`src/rtl/chm_pkg.sv`:
```
// Shared types and constants for the chained hash map block.
package chm_pkg;

  localparam int unsigned BUCKETS_DEF = 64;
  localparam int unsigned WAYS_DEF    = 8;
  localparam int unsigned KEY_W       = 64;
  localparam int unsigned VAL_W       = 64;
  localparam int unsigned FILL_W      = 4;
  // Key bits folded into the bucket remainder per cycle.
  localparam int unsigned MOD_DIGIT   = 8;
  localparam int unsigned MOD_DIGITS  = KEY_W / MOD_DIGIT;

  localparam logic OP_INSERT = 1'b0;
  localparam logic OP_LOOKUP = 1'b1;

  localparam logic STATUS_OK   = 1'b0;
  localparam logic STATUS_FULL = 1'b1;

  typedef struct packed {
    logic             opcode;
    logic [KEY_W-1:0] key;
    logic [VAL_W-1:0] value_in;
  } chm_req_t;

  typedef struct packed {
    logic             found;
    logic [VAL_W-1:0] value_out;
    logic             status;
  } chm_rsp_t;

  typedef struct packed {
    logic [KEY_W-1:0] key;
    logic [VAL_W-1:0] value;
  } chm_entry_t;

  typedef struct packed {
    logic clr;
    logic mod_start;
    logic mod_step;
    logic fill_rd;
    logic search;
  } chm_cmd_t;

  typedef struct packed {
    logic clr_last;
    logic mod_last;
    logic hit;
    logic miss;
  } chm_sts_t;

endpackage

```
`src/rtl/chm_ctrl.sv`:
```
// Controller state machine sequencing clear, bucket reduction, fill read and search.
module chm_ctrl (
  input  logic              clk_i,
  input  logic              rst_ni,
  input  logic              start,
  output logic              busy,
  output logic              done_o,
  output chm_pkg::chm_cmd_t cmd_o,
  input  chm_pkg::chm_sts_t sts_i
);

  typedef enum logic [4:0] {
    S_CLEAR  = 5'b00001,
    S_IDLE   = 5'b00010,
    S_MOD    = 5'b00100,
    S_FILL   = 5'b01000,
    S_SEARCH = 5'b10000
  } state_e;

  state_e state_q, state_d;
  logic   done_q, done_d;

  always_comb begin
    state_d = state_q;
    done_d  = 1'b0;
    unique case (state_q)
      S_CLEAR: begin
        if (sts_i.clr_last) state_d = S_IDLE;
      end
      S_IDLE: begin
        if (start) state_d = S_MOD;
      end
      S_MOD: begin
        if (sts_i.mod_last) state_d = S_FILL;
      end
      S_FILL: begin
        state_d = S_SEARCH;
      end
      S_SEARCH: begin
        if (sts_i.hit || sts_i.miss) begin
          state_d = S_IDLE;
          done_d  = 1'b1;
        end
      end
      default: begin
        state_d = S_IDLE;
      end
    endcase
  end

  always_ff @(posedge clk_i or negedge rst_ni) begin
    if (!rst_ni) begin
      state_q <= S_CLEAR;
      done_q  <= 1'b0;
    end else begin
      state_q <= state_d;
      done_q  <= done_d;
    end
  end

  assign busy             = (state_q != S_IDLE);
  assign done_o           = done_q;
  assign cmd_o.clr        = (state_q == S_CLEAR);
  assign cmd_o.mod_start  = (state_q == S_IDLE) && start;
  assign cmd_o.mod_step   = (state_q == S_MOD);
  assign cmd_o.fill_rd    = (state_q == S_FILL);
  assign cmd_o.search     = (state_q == S_SEARCH);

endmodule

```
`config.mk`:
```
export PLATFORM = sky130hd
export DESIGN_NAME = chm_ctrl
export DESIGN_NICKNAME = d
export VERILOG_FILES = /design/src/rtl/chm_pkg.sv /design/src/rtl/chm_ctrl.sv
export SDC_FILE = /design/constraint.sdc
export NUM_CORES = 1
export LEC_CHECK = 0
export BUFFER_PORTS_ARGS = -buffer_cell sky130_fd_sc_hd__buf_2
export CORE_AREA = 2 2 39 41
export CTS_BUF_LIST = sky130_fd_sc_hd__clkbuf_8
export DETAILED_ROUTE_END_ITERATION = 8
export DIE_AREA = 0 0 41 43
export GPL_TIMING_DRIVEN = 0
export REMOVE_ABC_BUFFERS = 1
export SYNTH_ARGS = -nofsm -noshare
export SYNTH_HDL_FRONTEND = slang
export SYNTH_SLANG_ARGS = --single-unit
```
`constraint.sdc`:
```
create_clock -name clk_i -period 1.5 [get_ports clk_i]
set_input_delay 0 -clock clk_i [delete_from_list [all_inputs] [get_ports clk_i]]
set_output_delay 0 -clock clk_i [all_outputs]
set_load 0.03 [all_outputs]
```
Word-level counts from Yosys, hierarchy flattened
Cells that the tools add are included.
Operators by class
  reductions and logical operators: 3
  equal/unequal tests: 10
  multiplexer cells: 7
Operators by type and width (count)
  $pmux W5 S5: 1
  $mux W5: 4
  $ne A2 B1 Y1 const B: 3
  $eq A5 B1 Y1 const B: 1
  $eq A5 B2 Y1 const B: 1
  $eq A5 B3 Y1 const B: 1
  $eq A5 B4 Y1 const B: 1
  $eq A5 B5 Y1 const B: 1
  $ne A5 B2 Y1 const B: 1
  $reduce_and A4 Y1: 1
  $mux W1: 2
  $ne A2 B2 Y1 const B: 1
  $logic_and A1 B1 Y1: 1
  $logic_or A1 B1 Y1: 1
Word-level totals
  bits of input ports: 7
  register bits after elaboration: 6

Longest topological paths before layout
  word-level depth: 3
  gate-level depth with buffers: 4
  mapped depth without buffers: 3

Least setup slack after synthesis
No wires, ideal clock.
  kind: register to output
  start point: reg state_q[0]
  end point: out cmd_o[4] (netlist name)
  data required time: 1.500 ns
  path buffers: 0
  path slack: -0.058 ns
  stages on the path, launching flop included: 3
  arrival time: 1.558 ns
  cells stage by stage: dfstp_2 > nand2b_4 > nor4_1
RTL lines
  start, declared: line chm_ctrl.sv:20  | state_e state_q, state_d;
  start signal, assigned: line chm_ctrl.sv:56  | state_q <= state_d;
  end, declared: line chm_ctrl.sv:8  | output chm_pkg::chm_cmd_t cmd_o,

==> flow_summary.ini <==
[synth]
yosys-top-cells-count = dfrtp_1, buf_6, nor2_1, nor4_1
ys_ff_latch = 6
yosysTopAreaCellShare_pct = 29.67
synth.distinct_cells = 25
synthCells = 37
ys_warn_count = 0
synth_top_cell_by_area = dfrtp_1
synth_edf_count = 0
avgSynthCellArea_um2 = 11.40
seq_area_frac_synth_pct = 35.91
ys_top_cells_by_area = dfrtp_1, nor4b_4, buf_6
synth.most_common_cell = dfrtp_1
synth_ff_type = dfrtp_1
syn_area_um2 = 421.7
async_flop_share_pct = 100.0

[clock_network]
cts_sinks = 6
clockRootBuffer = clkbuf_8
cts_buffers = 3
cts.clk_slew.worst_paths_ns = 0.04
cts_tree = yes
insertion_delay_ns = 0.23
cts_setup_buffers = 0
cts_buffer_depth = 2
cts_max_level = 1

[worst_setup_path]
crit_chain = nor2_2 > nand3_1 > nor2_1 > buf_2
r2r-start = state_q[1]
cp_slowest_stage_delay_ns = 0.48
critPathSlowestCell = dfrtp_1
critPathLaunch = state_q[2]
start_kind = flop
crit_arrival_ns = 1.38
crit_required_ns = 1.50
critPathKind = reg2out
worstSetupEndpointType = output pin
cp_max_fo = 8

[sta]
setup-violations-final = 0
finalSetupTns_ns = 0
rsz0062_at_grt = false
worst_slew_pin_slew_ns = 0.3305
layout_setup_ws_ns = 0.1156
slew_violations = 0
fin_crit_sh_pct = 92.29
slew_headroom_pct = 77.97
fmax_mhz = 722.4
skew_ns = 0.006933
finalHoldViolations = 0
fin_crit_ns = 1.384

[finish]
fin_nets = 60
drive_gt1_share_pct = 53.85
register_area_um2 = 153.9
fill_cells = 142
synthToLayoutAreaGrowth_pct = 26.41
multi_input_area_um2 = 221.5
utilization_pct = 38.52
antenna_cells = 0

[die]
die_w_um = 41
die_area_um2 = 1763
core_area_um2 = 1384
die_h_um = 43
pin_count = 14
start_util_pct = 30.47
rows = 14

[placed_design]
portBuffers = 13
dp_worst_setup_slack_ns = 0.2364
place.gp.congestion = 0.7212

[hold_path]
worstHoldStart = start
hp-class = in2reg

[global_route]
grt_pass1_wl_mm = 1.255
grt_pass1_vias = 286
antenna_found_initial = 0
groute.usage.overall_pct = 11.29
grt_overflow = 0
grt_max_degree = 10

[routing]
drc = 0
wl_met2_um = 347
routed_wl_um = 800
wl_per_cell_um = 11.76
vias_per_cell = 4.868
met3_length_um = 62
dr.pass1.iters = 2
drt.antenna.violating_nets = 0
drtIter0Drc = 5
met1Wirelength_um = 371
vias = 331
highest-signal-layer = met4

[power_and_ir_drop]
p_leak_nw = 0.2521
vdd_drop_max_uv = 892.5
power.density_nw_per_um2 = 1812

[run_status]
outcome = complete, no violations

[flow_run]
drv_cap = 0
-- where the power goes --
part | internal (mW) | switching [mW] | total [mW] | leakage, nW
clock network | 0.176 | 0.0747 | 0.251 | 0.0269
registers | 0.201 | 0.103 | 0.305 | 0.0730
logic | 0.187 | 0.224 | 0.410 | 0.152
-- worst max-delay path: cells and delay by family, from the launching register on --
kind                   cells  cell delay [ns]
DFF                        1             0.48
and+or+nand+nor            3             0.47
buffers and inverters      1             0.20
-- cell families after synthesis --
logic type,share of synthesized area (%)
AND/OR/NAND/NOR,37.99
flip-flops,35.91
buffers and inverters,11.57
AO/OA/AOI/OAI,12.46
XOR/XNOR,2.078
-- sequential cells by signal, summed over array words and instances (netlist names) --
| signal | cells |
|---|---|
| done_o | 1 |
| state_q | 5 |
-- layout make-up --
| type | count | share of cell area (%) |
|---|---|---|
| inverters | 2 | 1.408 |
| multi-input cells | 25 | 41.55 |
| flip-flops and latches | 6 | 28.87 |
| clock buffers | 3 | 7.746 |
| clock inverters | 1 | 0.7042 |
| repair buffers | 15 | 15.96 |
| well taps | 16 | 3.756 |
-- path summary, 6_finish.rpt --
kind	endpoint	slack [ns]	cells after the start
hold / removal	state_q[1]	0.002	2
min in group asynchronous	done_o	0.12	2
max in group asynchronous	state_q[0]	1.16	2
hold reg to reg	state_q[0]	0.55	2
setup reg to reg	state_q[1]	0.23	3
setup / recovery	cmd_o[3]	0.12	4
-- metal layers --
metal	vias up	global-route usage (%)
li1	163	-
met1	154	15.64
met2	12	13.44
met3	2	4.712
met4	0	8.000
met5	-	0
-- per-stage QoR --
stage | total power, mW | instance area [µm²] | cells | hold slack, ns
2_1_floorplan | 0.6061 | 380.4 | 33 | -0.2956
3_3_place_gp | 0.7042 | 465.4 | 62 | -0.1783
3_5_place_dp | 0.7134 | 465.4 | 62 | -0.1750
4_1_cts | 0.9714 | 530.5 | 68 | 0.0009238
5_1_grt | 1.027 | 533.0 | 68 | 0.007222
6_report | 0.9656 | 533.0 | 68 | 0.002100
-- timing repair --
action / in CTS / in global routing
endpoints found under the setup margin: 0 / 2
hold endpoints to repair: 7 / 0
hold buffers: 2 / 0
gates resized for setup: 0 / 2
-- placed cells by master (no fill, tap or decap), drive strengths merged --
master and instances:
nor4 3, and3 1, nand2b 2, nor2b 1
inv 3, nor3b 1, and4 1, and2 1
nor2 5, o21ai 1, a31oi 1, buf 13
dfrtp 5, nand3b 1, nor4b 2, clkbuf 3
a2111oi 1, dfstp 1, o211a 1, dlygate4sd3 2
xor2 1, o32ai 1, nand3 1
Power figures use the tool's default switching activity.
